### src/rtl/mflc_pkg.sv
package mflc_pkg;

  localparam int unsigned TIME_W = 16;
  localparam int unsigned CNT_W  = 8;
  localparam int unsigned BAT_W  = 16;
  localparam int unsigned CFG_IDX_W  = 2;
  localparam int unsigned CFG_DATA_W = 16;

  typedef logic [1:0] func_t;

  localparam func_t FUNC_TICK  = 2'd0;
  localparam func_t FUNC_START = 2'd1;
  localparam func_t FUNC_STOP  = 2'd2;
  localparam func_t FUNC_CLEAR = 2'd3;

  localparam logic [CFG_IDX_W-1:0] REG_DEBOUNCE_TICKS = 2'd0;
  localparam logic [CFG_IDX_W-1:0] REG_BOUNDARY_MS    = 2'd1;

  localparam logic [CNT_W-1:0]  DEBOUNCE_TICKS_RST = 8'd2;
  localparam logic [TIME_W-1:0] BOUNDARY_MS_RST    = 16'd30;

  typedef struct packed {
    func_t              func;
    logic               motor_running;
    logic               under_volt;
    logic               over_volt;
    logic               fault_low;
    logic [BAT_W-1:0]   battery_sample;
  } in_item_t;

  typedef struct packed {
    logic               overcurrent_fault;
    logic               open_load;
    logic [TIME_W-1:0]  latency_ms;
    logic [BAT_W-1:0]   battery_at_fault;
    logic               fault_active;
  } out_item_t;

endpackage

### src/rtl/mflc_ifs.sv
interface mflc_in_if
  import mflc_pkg::*;
  ();
  logic               valid;
  logic               ready;
  func_t              func;
  logic               motor_running;
  logic               under_volt;
  logic               over_volt;
  logic               fault_low;
  logic [BAT_W-1:0]   battery_sample;

  modport source (output valid, func, motor_running, under_volt, over_volt, fault_low,
                  battery_sample, input ready);
  modport sink (input valid, func, motor_running, under_volt, over_volt, fault_low,
                battery_sample, output ready);
endinterface

interface mflc_out_if
  import mflc_pkg::*;
  ();
  logic               valid;
  logic               ready;
  logic               overcurrent_fault;
  logic               open_load;
  logic [TIME_W-1:0]  latency_ms;
  logic [BAT_W-1:0]   battery_at_fault;
  logic               fault_active;

  modport source (output valid, overcurrent_fault, open_load, latency_ms, battery_at_fault,
                  fault_active, input ready);
  modport sink (input valid, overcurrent_fault, open_load, latency_ms, battery_at_fault,
                fault_active, output ready);
endinterface

interface mflc_cfg_if
  import mflc_pkg::*;
  ();
  logic                   valid;
  logic                   ready;
  logic [CFG_IDX_W-1:0]   idx;
  logic [CFG_DATA_W-1:0]  data;

  modport source (output valid, idx, data, input ready);
  modport sink (input valid, idx, data, output ready);
endinterface

### src/rtl/motor_fault_latency_classifier.sv
// Motor driver fault latency classifier. Each input transfer is a millisecond
// tick or a motor start/stop/clear event, and every one of them yields exactly
// one result transfer showing the classification state after that item. The
// block is a two-register pass: an input register and a result register with
// the flag and counter update between them, so one item is taken every clock
// unless a waiting result holds the flow, and each result is registered in the
// result register after its item has passed the input register. While a result
// waits to be taken, input is still accepted as long as the input register is
// empty; a full one behind a waiting result stalls the input. Configuration
// (debounce_ticks at index 0, boundary_ms at index 1) is always ready and must
// be written while no item is in flight; writes to other indexes are dropped.
module motor_fault_latency_classifier
  import mflc_pkg::*;
(
  input  logic       clk,
  input  logic       rst_n,
  mflc_in_if.sink    in_ch,
  mflc_out_if.source out_ch,
  mflc_cfg_if.sink   cfg_ch
);

  logic [CNT_W-1:0]  debounce_ticks_r;
  logic [TIME_W-1:0] boundary_ms_r;

  logic              confirmed_r, confirmed_nxt;
  logic [CNT_W-1:0]  debounce_count_r, debounce_count_nxt;
  logic              judged_r, judged_nxt;
  logic              oc_flag_r, oc_flag_nxt;
  logic              ol_flag_r, ol_flag_nxt;
  logic [TIME_W-1:0] latency_r, latency_nxt;
  logic [BAT_W-1:0]  battery_r, battery_nxt;
  logic [TIME_W-1:0] run_time_r, run_time_nxt;
  logic              run_enable_r, run_enable_nxt;

  in_item_t          in_r;
  logic              in_valid_r;
  out_item_t         out_r;
  logic              out_valid_r;

  logic              out_adv;
  logic              proc;
  logic [CNT_W-1:0]  cnt_inc;

  assign out_adv     = !out_valid_r || out_ch.ready;
  assign proc        = in_valid_r && out_adv;
  assign in_ch.ready = !in_valid_r || out_adv;
  assign cfg_ch.ready = 1'b1;

  assign out_ch.valid             = out_valid_r;
  assign out_ch.overcurrent_fault = out_r.overcurrent_fault;
  assign out_ch.open_load         = out_r.open_load;
  assign out_ch.latency_ms        = out_r.latency_ms;
  assign out_ch.battery_at_fault  = out_r.battery_at_fault;
  assign out_ch.fault_active      = out_r.fault_active;

  assign cnt_inc = (debounce_count_r != '1) ? debounce_count_r + CNT_W'(1) : debounce_count_r;

  always_comb begin
    confirmed_nxt      = confirmed_r;
    debounce_count_nxt = debounce_count_r;
    judged_nxt         = judged_r;
    oc_flag_nxt        = oc_flag_r;
    ol_flag_nxt        = ol_flag_r;
    latency_nxt        = latency_r;
    battery_nxt        = battery_r;
    run_time_nxt       = run_time_r;
    run_enable_nxt     = run_enable_r;
    case (in_r.func)
      FUNC_TICK: begin
        // counter advances first, fault capture sees the new value
        if (run_enable_r && run_time_r != '1) begin
          run_time_nxt = run_time_r + TIME_W'(1);
        end
        if (!in_r.motor_running) begin
          confirmed_nxt      = 1'b0;
          debounce_count_nxt = '0;
        end else if (in_r.under_volt || in_r.over_volt) begin
          debounce_count_nxt = '0;
        end else if (!in_r.fault_low) begin
          confirmed_nxt      = 1'b0;
          debounce_count_nxt = '0;
        end else if (!confirmed_r) begin
          debounce_count_nxt = cnt_inc;
          if (cnt_inc >= debounce_ticks_r) begin
            confirmed_nxt = 1'b1;
            if (!judged_r) begin
              judged_nxt  = 1'b1;
              latency_nxt = run_time_nxt;
              battery_nxt = in_r.battery_sample;
              if (run_time_nxt < boundary_ms_r) begin
                oc_flag_nxt = 1'b1;
              end else begin
                ol_flag_nxt = 1'b1;
              end
            end
          end
        end
      end
      FUNC_START: begin
        confirmed_nxt      = 1'b0;
        debounce_count_nxt = '0;
        run_time_nxt       = '0;
        run_enable_nxt     = 1'b1;
      end
      FUNC_STOP: begin
        confirmed_nxt      = 1'b0;
        debounce_count_nxt = '0;
        run_time_nxt       = '0;
        run_enable_nxt     = 1'b0;
      end
      FUNC_CLEAR: begin
        oc_flag_nxt        = 1'b0;
        ol_flag_nxt        = 1'b0;
        judged_nxt         = 1'b0;
        confirmed_nxt      = 1'b0;
        debounce_count_nxt = '0;
      end
      default: begin
        confirmed_nxt = confirmed_r;
      end
    endcase
  end

  always_ff @(posedge clk) begin
    if (!rst_n) begin
      debounce_ticks_r <= DEBOUNCE_TICKS_RST;
      boundary_ms_r    <= BOUNDARY_MS_RST;
    end else if (cfg_ch.valid && cfg_ch.ready) begin
      case (cfg_ch.idx)
        REG_DEBOUNCE_TICKS: debounce_ticks_r <= cfg_ch.data[CNT_W-1:0];
        REG_BOUNDARY_MS:    boundary_ms_r    <= cfg_ch.data[TIME_W-1:0];
        default:            boundary_ms_r    <= boundary_ms_r;
      endcase
    end
  end

  always_ff @(posedge clk) begin
    if (!rst_n) begin
      confirmed_r      <= 1'b0;
      debounce_count_r <= '0;
      judged_r         <= 1'b0;
      oc_flag_r        <= 1'b0;
      ol_flag_r        <= 1'b0;
      latency_r        <= '0;
      battery_r        <= '0;
      run_time_r       <= '0;
      run_enable_r     <= 1'b0;
    end else if (proc) begin
      confirmed_r      <= confirmed_nxt;
      debounce_count_r <= debounce_count_nxt;
      judged_r         <= judged_nxt;
      oc_flag_r        <= oc_flag_nxt;
      ol_flag_r        <= ol_flag_nxt;
      latency_r        <= latency_nxt;
      battery_r        <= battery_nxt;
      run_time_r       <= run_time_nxt;
      run_enable_r     <= run_enable_nxt;
    end
  end

  // input stage
  always_ff @(posedge clk) begin
    if (!rst_n) begin
      in_valid_r <= 1'b0;
    end else if (in_ch.ready) begin
      in_valid_r <= in_ch.valid;
    end
  end

  always_ff @(posedge clk) begin
    if (in_ch.valid && in_ch.ready) begin
      in_r.func           <= in_ch.func;
      in_r.motor_running  <= in_ch.motor_running;
      in_r.under_volt     <= in_ch.under_volt;
      in_r.over_volt      <= in_ch.over_volt;
      in_r.fault_low      <= in_ch.fault_low;
      in_r.battery_sample <= in_ch.battery_sample;
    end
  end

  // result stage
  always_ff @(posedge clk) begin
    if (!rst_n) begin
      out_valid_r <= 1'b0;
    end else if (out_adv) begin
      out_valid_r <= in_valid_r;
    end
  end

  always_ff @(posedge clk) begin
    if (proc) begin
      out_r.overcurrent_fault <= oc_flag_nxt;
      out_r.open_load         <= ol_flag_nxt;
      out_r.latency_ms        <= latency_nxt;
      out_r.battery_at_fault  <= battery_nxt;
      out_r.fault_active      <= confirmed_nxt;
    end
  end

`ifndef SYNTHESIS
  a_class_exclusive: assert property (@(posedge clk) disable iff (!rst_n)
    !(oc_flag_r && ol_flag_r))
    else $error("fault classed as both over-current and open load");

  a_judged_flags: assert property (@(posedge clk) disable iff (!rst_n)
    judged_r == (oc_flag_r || ol_flag_r))
    else $error("judged state disagrees with classification flags");

  a_stop_halts: assert property (@(posedge clk) disable iff (!rst_n)
    (proc && in_r.func == FUNC_STOP) |=> (run_time_r == '0 && !run_enable_r))
    else $error("stop did not halt and clear the run counter");

  a_result_matches: assert property (@(posedge clk) disable iff (!rst_n)
    proc |=> (out_ch.fault_active == confirmed_r && out_ch.latency_ms == latency_r))
    else $error("result register out of step with classifier state");
`endif

endmodule
### src/flat_wrapper.sv
// flat-port wrapper written by rule: the top's interface ports become plain ports
module motor_fault_latency_classifier_flat import mflc_pkg::*;
  (clk, rst_n, in_ch_valid, in_ch_func, in_ch_motor_running, in_ch_under_volt, in_ch_over_volt, in_ch_fault_low, in_ch_battery_sample, in_ch_ready, out_ch_valid, out_ch_overcurrent_fault, out_ch_open_load, out_ch_latency_ms, out_ch_battery_at_fault, out_ch_fault_active, out_ch_ready, cfg_ch_valid, cfg_ch_idx, cfg_ch_data, cfg_ch_ready);
  mflc_in_if in_ch_i ();
  mflc_out_if out_ch_i ();
  mflc_cfg_if cfg_ch_i ();
  input  logic clk;
  input  logic rst_n;
  input wire logic [$bits(in_ch_i.valid)-1:0] in_ch_valid;
  input wire logic [$bits(in_ch_i.func)-1:0] in_ch_func;
  input wire logic [$bits(in_ch_i.motor_running)-1:0] in_ch_motor_running;
  input wire logic [$bits(in_ch_i.under_volt)-1:0] in_ch_under_volt;
  input wire logic [$bits(in_ch_i.over_volt)-1:0] in_ch_over_volt;
  input wire logic [$bits(in_ch_i.fault_low)-1:0] in_ch_fault_low;
  input wire logic [$bits(in_ch_i.battery_sample)-1:0] in_ch_battery_sample;
  output wire logic [$bits(in_ch_i.ready)-1:0] in_ch_ready;
  output wire logic [$bits(out_ch_i.valid)-1:0] out_ch_valid;
  output wire logic [$bits(out_ch_i.overcurrent_fault)-1:0] out_ch_overcurrent_fault;
  output wire logic [$bits(out_ch_i.open_load)-1:0] out_ch_open_load;
  output wire logic [$bits(out_ch_i.latency_ms)-1:0] out_ch_latency_ms;
  output wire logic [$bits(out_ch_i.battery_at_fault)-1:0] out_ch_battery_at_fault;
  output wire logic [$bits(out_ch_i.fault_active)-1:0] out_ch_fault_active;
  input wire logic [$bits(out_ch_i.ready)-1:0] out_ch_ready;
  input wire logic [$bits(cfg_ch_i.valid)-1:0] cfg_ch_valid;
  input wire logic [$bits(cfg_ch_i.idx)-1:0] cfg_ch_idx;
  input wire logic [$bits(cfg_ch_i.data)-1:0] cfg_ch_data;
  output wire logic [$bits(cfg_ch_i.ready)-1:0] cfg_ch_ready;
  assign in_ch_i.valid = in_ch_valid;
  assign in_ch_i.func = in_ch_func;
  assign in_ch_i.motor_running = in_ch_motor_running;
  assign in_ch_i.under_volt = in_ch_under_volt;
  assign in_ch_i.over_volt = in_ch_over_volt;
  assign in_ch_i.fault_low = in_ch_fault_low;
  assign in_ch_i.battery_sample = in_ch_battery_sample;
  assign in_ch_ready = in_ch_i.ready;
  assign out_ch_valid = out_ch_i.valid;
  assign out_ch_overcurrent_fault = out_ch_i.overcurrent_fault;
  assign out_ch_open_load = out_ch_i.open_load;
  assign out_ch_latency_ms = out_ch_i.latency_ms;
  assign out_ch_battery_at_fault = out_ch_i.battery_at_fault;
  assign out_ch_fault_active = out_ch_i.fault_active;
  assign out_ch_i.ready = out_ch_ready;
  assign cfg_ch_i.valid = cfg_ch_valid;
  assign cfg_ch_i.idx = cfg_ch_idx;
  assign cfg_ch_i.data = cfg_ch_data;
  assign cfg_ch_ready = cfg_ch_i.ready;
  motor_fault_latency_classifier u_core (.clk(clk), .rst_n(rst_n), .in_ch(in_ch_i), .out_ch(out_ch_i), .cfg_ch(cfg_ch_i));
endmodule
### config.mk
export PLATFORM = sky130hd
export DESIGN_NAME = motor_fault_latency_classifier_flat
export DESIGN_NICKNAME = d
export VERILOG_FILES = /design/src/rtl/mflc_pkg.sv /design/src/rtl/mflc_ifs.sv /design/src/rtl/motor_fault_latency_classifier.sv /design/src/flat_wrapper.sv
export SDC_FILE = /design/constraint.sdc
export NUM_CORES = 1
export LEC_CHECK = 0
export BUFFER_PORTS_ARGS = -buffer_cell sky130_fd_sc_hd__buf_2
export CORE_UTILIZATION = 58
export DETAILED_ROUTE_END_ITERATION = 10
export GPL_TIMING_DRIVEN = 1
export HOLD_SLACK_MARGIN = 0.05
export PLACE_DENSITY_LB_ADDON = 0.3
export REMOVE_ABC_BUFFERS = 1
export SYNTH_ARGS = -nofsm -noshare
export SYNTH_HDL_FRONTEND = slang
export SYNTH_SLANG_ARGS = --single-unit
### constraint.sdc
create_clock -name clk -period 4.1 [get_ports clk]
set_input_delay 0.41 -clock clk [delete_from_list [all_inputs] [get_ports clk]]
set_output_delay 0.41 -clock clk [all_outputs]
set_load 0.005 [all_outputs]
== After elaboration in Yosys (flattened, before gate mapping) ==
Cells that the tools add are included.

* Register bits after elaboration: 144
* Bits of input ports: 45
* Output and inout bits: 38
* Logic and storage cells: 113

* Add/sub/neg operators: 2
* $lt $le $gt $ge: 2
* Equality and inequality tests: 12
* Muxes and demuxes: 52
* Reduce and logical (&&, ||, !) cells: 21

{| class="wikitable"
|+ Operators with widths
! kind !! count
|-
| $mux 16 || 16
|-
| $mux 8 || 5
|-
| $pmux 16 s2 || 1
|-
| $mux 1 || 24
|-
| $add 16x1->16 const B || 1
|-
| $lt 16x16->1 || 1
|-
| $ne 16x16->1 const B || 1
|-
| $pmux 8 s2 || 1
|-
| $pmux 1 s2 || 5
|-
| $reduce_and 2->1 || 5
|-
| $add 8x1->8 const B || 1
|-
| $ge 8x8->1 || 1
|-
| $ne 8x8->1 const B || 1
|-
| $reduce_and 7->1 || 1
|-
| $ne 2x1->1 const B || 3
|-
| $reduce_bool 2->1 || 3
|-
| $ne 5x5->1 const B || 1
|-
| $eq 2x1->1 const B || 2
|-
| $eq 2x2->1 const B || 2
|-
| $logic_not 2->1 || 2
|-
| $ne 2x2->1 const B || 2
|-
| $logic_and 1x1->1 || 3
|-
| $logic_or 1x1->1 || 3
|-
| $reduce_or 3->1 || 1
|-
| 2 further kinds || 3
|}

== Depth between registers and ports, before layout ==
* Depth after elaboration: 13
* Mapped depth: 15
* Gate-level depth less buffers: 14

== Least setup slack after synthesis ==
No wires, ideal clock.

* Path type: flip-flop to flip-flop
* Start: register u_core.debounce_count_r[0]
* End: register u_core.out_ch.latency_ms[6] (netlist name)
* Setup time: 0.262 ns
* Arrival time: 2.774 ns
* Required time: 3.838 ns
* Slack: 1.064 ns
* Stages on the path, launching flop included: 14
* Path buffers: 1
* Period minus slack after synthesis: 3.036 ns
* Cells stage by stage: dfxtp_1 ha_1 nand3_1 nor2_1 nor2_1 nand3_1 xnor2_1 ha_1 a2111oi_0 nand2_1 a21oi_2 nor3_2 buf_2 mux2_1

* Longest elaborated chain between the ends: 9
* Elaborated cells between the ends (all ways): 10
* Classes of those cells: add/sub: 1; order compare: 1; eq/ne: 1; mux: 7

{| class="wikitable"
|+ RTL lines
! element !! RTL line !! RTL
|-
| start: declaration || motor_fault_latency_classifier.sv:26 || <nowiki>logic [CNT_W-1:0] debounce_count_r, debounce_count_nxt;</nowiki>
|-
| start signal: assignment || motor_fault_latency_classifier.sv:150 || <nowiki>debounce_count_r <= debounce_count_nxt;</nowiki>
|-
| $add 8x1->8 / $ne 8x8->1 (equally long branches) || motor_fault_latency_classifier.sv:56 || <nowiki>assign cnt_inc = (debounce_count_r != '1) ? debounce_count_r + CNT_W'(1) : debounce_count_r;</nowiki>
|-
| $mux 8 (*) || motor_fault_latency_classifier.sv:56 ||
|-
| $ge 8x8->1 (*) || motor_fault_latency_classifier.sv:84 || <nowiki>if (cnt_inc >= debounce_ticks_r) begin</nowiki>
|-
| $mux 16 (*) || motor_fault_latency_classifier.sv:84 ||
|-
| $mux 16 (*) || motor_fault_latency_classifier.sv:82 || <nowiki>end else if (!confirmed_r) begin</nowiki>
|-
| $mux 16 (*) || motor_fault_latency_classifier.sv:79 || <nowiki>end else if (!in_r.fault_low) begin</nowiki>
|-
| $mux 16 (*) || motor_fault_latency_classifier.sv:77 || <nowiki>end else if (in_r.under_volt || in_r.over_volt) begin</nowiki>
|-
| $mux 16 (*) || motor_fault_latency_classifier.sv:74 || <nowiki>if (!in_r.motor_running) begin</nowiki>
|-
| $mux 16 (*) || motor_fault_latency_classifier.sv:68 || <nowiki>case (in_r.func)</nowiki>
|-
| via u_core.latency_nxt[6] || motor_fault_latency_classifier.sv:30 || <nowiki>logic [TIME_W-1:0] latency_r, latency_nxt;</nowiki>
|}

Mark *: on every way through the listed nets, which the timed path passes. The rest lies on a longest branch.
A chain may end at the register's enable or synchronous reset.

== Worst setup path after layout ==
* Start: register u_core.run_time_r[0]
* End: register u_core.out_ch.overcurrent_fault (netlist name)

* Longest elaborated chain between the ends: 13
* Elaborated cells between the ends (all ways): 14
* Classes of those cells: add/sub: 1; order compare: 1; eq/ne: 1; mux: 10; reduce/logical: 1

{| class="wikitable"
|+ RTL lines
! element !! RTL line !! RTL
|-
| start: declaration || motor_fault_latency_classifier.sv:32 || <nowiki>logic [TIME_W-1:0] run_time_r, run_time_nxt;</nowiki>
|-
| start signal: assignment || motor_fault_latency_classifier.sv:156 || <nowiki>run_time_r <= run_time_nxt;</nowiki>
|-
| branches (longest 2 deep; another with $add 16x1->16) || n/a ||
|-
| $mux 16 (*) || motor_fault_latency_classifier.sv:71 || <nowiki>if (run_enable_r && run_time_r != '1) begin</nowiki>
|-
| $mux 16 (*) || motor_fault_latency_classifier.sv:68 ||
|-
| $lt 16x16->1 (*) || motor_fault_latency_classifier.sv:90 || <nowiki>if (run_time_nxt < boundary_ms_r) begin</nowiki>
|-
| $mux 1 (*) || motor_fault_latency_classifier.sv:90 ||
|-
| $mux 1 (*) || motor_fault_latency_classifier.sv:86 || <nowiki>if (!judged_r) begin</nowiki>
|-
| $mux 1 (*) || motor_fault_latency_classifier.sv:84 ||
|-
| $mux 1 (*) || motor_fault_latency_classifier.sv:82 ||
|-
| $mux 1 (*) || motor_fault_latency_classifier.sv:79 ||
|-
| $mux 1 (*) || motor_fault_latency_classifier.sv:77 ||
|-
| $mux 1 (*) || motor_fault_latency_classifier.sv:74 ||
|-
| $pmux 1 s2 (*) || motor_fault_latency_classifier.sv:68 ||
|-
| via u_core.oc_flag_nxt || motor_fault_latency_classifier.sv:28 || <nowiki>logic oc_flag_r, oc_flag_nxt;</nowiki>
|}

Mark *: on every way through the listed nets, which the timed path passes. The select of a mux whose other input is x is not followed.

==> reports/metrics.yaml <==
cts:
  cts_buffers: 17
  clk_pin_slew_ns: 0.06
  cts_tree: "yes"
  cts.sink_count: 144
  clock_latency_ns: 0.53
  clockBufferDepth: 2
  cts_root_buf: "clkbuf_8"
  post-cts-setup-buffer-count: 0
  htree_num_levels: 4
drt:
  vias: 4942
  drt_first_pass_iters: 6
  first_iter_violations: 359
  drt_wl_total_um: 13700
  postRouteAntennaNets: 0
  wl_per_cell_um: 15.7
  via_per_inst: 5.65
  drc: 0
yosys:
  synth-compound-area-share_pct: 11.1
  post_synth.cell_area_avg_um2: 10.4
  synth_top_family_by_area: "simple AND/OR/NAND/NOR gates"
  ys_warn_count: 0
  yosysUniqueCellTypes: 61
  yosys.area_share.xor_xnor_pct: 2.55
  synth_seq_area_share_pct: 53.3
  synthMuxAreaShare_pct: 8.12
  synthesis.area_um2: 6480
  async_reset_ff_share_pct: 0
  ys_ff_latch: 144
  synth_edf_count: 57
  syn_inst: 624
  synthAdderAreaFrac_pct: 5.60
  yosys.area_share.simple_pct: 15.2
  ys.flop_type: "dfxtp_1"
global_route:
  grt_overflow_total: 0
  grt_pass1_wl_um: 22600
  grt_max_degree: 42
  grt_pass1_vias: 4914
  antenna_found_initial: 0
  grtUsageTotal_pct: 25.5
worst_setup_path:
  endpoint_kind: "register"
  critical_path_arrival_ns: 4.06
  crit_path_start_kind: "register"
  r2r_start: "u_core.run_time_r[0]$_SDFFE_PN0P_"
  crit_buf_inv: 1
  rrSetupSlack_ns: 0.38
  crit_path_cell_trace: "ha_1, and4_1, nand4_4, and2_0, nand4_1, xor2_1, inv_1, ha_1, a21oi_1, nor2_1, o31ai_1, nand3_1, a41o_1, o31ai_1"
  worstSetupPathType: "register to register"
  crit_family: "simple AND/OR/NAND/NOR gates"
  path_depth: 14
  r2r-end: "u_core.out_ch.overcurrent_fault$_DFFE_PP_"
  cpPeakStageDelay_ns: 0.50
  reg2reg_depth: 14
  critPathSlowestCell: "dfxtp_1"
  required_ns: 4.44
  crit_path_max_fanout: 9
power_and_ir_drop:
  p_total_uw: 3060
  vdd_drop_max_mv: 0.349
  switching_share_pct: 23.1
  p_sw_uw: 708
  leakage_uw: 0.00309
  p_clk_share_pct: 44.4
  p_comb_share_pct: 5.2
  internal-power_uw: 2350
  seq_power_share_pct: 50.4
  powerDensity_nw_per_um2: 397
floorplan:
  coreArea_um2: 10900
  die_y_um: 108
  io_pins: 83
  die_w_um: 108
  start_util_pct: 59.6
  die_area_um2: 11600
  placement_rows: 38
timing:
  tightest_slew_ns: 1.06
  finalCritPeriodShare_pct: 90.8
  hold_violations: 0
  whs_ns: 0.0952
  period_needed_ns: 3.72
  max_freq_ghz: 0.269
  maxSlewViolCount: 0
  tns_ns: 0
  relSlewSlack_pct: 29.5
  clock_skew_ns: 0.0120
  rsz0062_at_grt: "false"
  setup_violations: 0
worst_hold_path:
  min_from: "in_ch_valid"
  holdPathStages: 3
  min_path_type: "input pin to register"
  hold_path_end: "u_core.in_valid_r$_SDFFE_PN0N_"
layout:
  drive_gt1_share_pct: 20.7
  final_common_cell: "dfxtp_1"
  area_growth_pct: 19.1
  antenna_cells: 0
  final_net_count: 795
  filler_cell_count: 779
  final_cell_mix: "87 x dfxtp_1, 81 x nor2_1, 81 x buf_2"
placement:
  dp_hpwl_um: 8850
  numPortBuffers: 81
  place_congestion: 0.864
job:
  drv_cap: 0
outcome:
  status: "finished clean"
[through the flow]
step | instance area [um^2] | cells | setup WS, ns | util (%)
floorplan | 6340 | 594 | 0.0841 | -
CTS | 7720 | 874 | 0.442 | 70.9
global placement | 6990 | 821 | 0.797 | 64.2
finish | 7720 | 874 | 0.378 | 70.9
global route | 7720 | 874 | 0.134 | 70.9
detailed placement | 6990 | 821 | 0.544 | 64.2
[worst min-delay path, cell delays in order]
cell and delay (ns):
buf_2 0.08, a21oi_1 0.03, nor2_1 0.07
[what timing repair did]
action	in CTS	in global routing
endpoints found under the setup margin	0	0
hold buffers	21	0
endpoints found under the hold margin	21	0
resized for setup	0	0
[layer usage]
metal | global-route usage (%) | vias up | part of all wire, %
met1 | 29.6 | 2362 | 41
met2 | 44.8 | 152 | 52
li1 | - | 2411 | -
met4 | 9.00 | 0 | 1.5
met5 | 0 | - | 0
met3 | 7.14 | 17 | 5.0
[kinds of logic (layout without fill, tap and decap cells)]
kind of cell	count (synthesis)	in the layout
xor gates and xnor gates	18	18
DFF	144	144
adders and majority gates	29	29
and+or+nand+nor	203	203
buffers and inverters	63	173
muxes	49	49
AOI/OAI and AO/OA	117	117
other	1	1
[area by class of cell]
class	count	area, um^2	area share (%)
flip-flops and latches	144	3450	44.7
multi-input cells	417	2770	35.9
repair buffers	108	673	8.72
clock buffers	21	439	5.69
well taps	140	175	2.27
inverters	33	124	1.60
clock inverters	11	83.8	1.09
[cells in the mapped netlist (5+ instances only)]
cell | count | share of area, %
dfxtp_1 | 87 | 27
nor2_1 | 81 | 4.7
edfxtp_1 | 57 | 26
a21oi_1 | 46 | 3.6
nand2_1 | 46 | 2.7
inv_1 | 32 | 1.9
ha_1 | 29 | 5.6
o21ai_0 | 25 | 1.9
mux2_2 | 24 | 4.2
mux2i_1 | 23 | 3.6
nand3_1 | 22 | 1.7
a22oi_1 | 13 | 1.5
clkbuf_1 | 12 | 0.69
xor2_1 | 12 | 1.6
buf_2 | 10 | 0.77
nand4_1 | 10 | 0.96
and3_1 | 8 | 0.77
nor3_1 | 8 | 0.62
o211ai_1 | 6 | 0.69
xnor2_1 | 5 | 0.68
[how the worst max path moves through the flow]
stage,from,to,slack (ns)
floorplan,u_core.debounce_count_r[0]$_SDFFE_PN0P_,u_core.out_ch.battery_at_fault[0]$_DFFE_PP_,0.08
global placement,u_core.run_time_r[0]$_SDFFE_PN0P_,u_core.out_ch.overcurrent_fault$_DFFE_PP_,0.80
detailed placement,u_core.run_time_r[0]$_SDFFE_PN0P_,u_core.out_ch.overcurrent_fault$_DFFE_PP_,0.54
CTS,u_core.run_time_r[0]$_SDFFE_PN0P_,u_core.out_ch.overcurrent_fault$_DFFE_PP_,0.44
global route,u_core.run_time_r[0]$_SDFFE_PN0P_,u_core.out_ch.overcurrent_fault$_DFFE_PP_,0.13
finish,u_core.run_time_r[0]$_SDFFE_PN0P_,u_core.out_ch.overcurrent_fault$_DFFE_PP_,0.38
[power groups by stage]
stage | sequential [uW] | clock (uW) | combinational, uW
2_1_floorplan | 1570 | 0 | 71.6
3_3_place_gp | 1570 | 0 | 138
3_5_place_dp | 1570 | 0 | 143
4_1_cts | 1540 | 1380 | 160
5_1_grt | 1550 | 1450 | 177
6_report | 1540 | 1360 | 160
[flip-flops by register name, indices dropped and copies added, names as in the netlist]
signal	cells
u_core.latency_r	16
u_core.battery_r	16
u_core.oc_flag_r	1
u_core.out_ch.open_load	1
u_core.out_ch.fault_active	1
u_core.debounce_ticks_r	8
u_core.ol_flag_r	1
u_core.out_ch.battery_at_fault	16
u_core.boundary_ms_r	16
u_core.out_ch.latency_ms	16
u_core.run_time_r	16
u_core.judged_r	1
u_core.run_enable_r	1
u_core.confirmed_r	1
u_core.out_ch.overcurrent_fault	1
u_core.in_valid_r	1
u_core.debounce_count_r	8
u_core.out_ch.valid	1
u_core.in_r	22
Power figures use the tool's default switching activity.
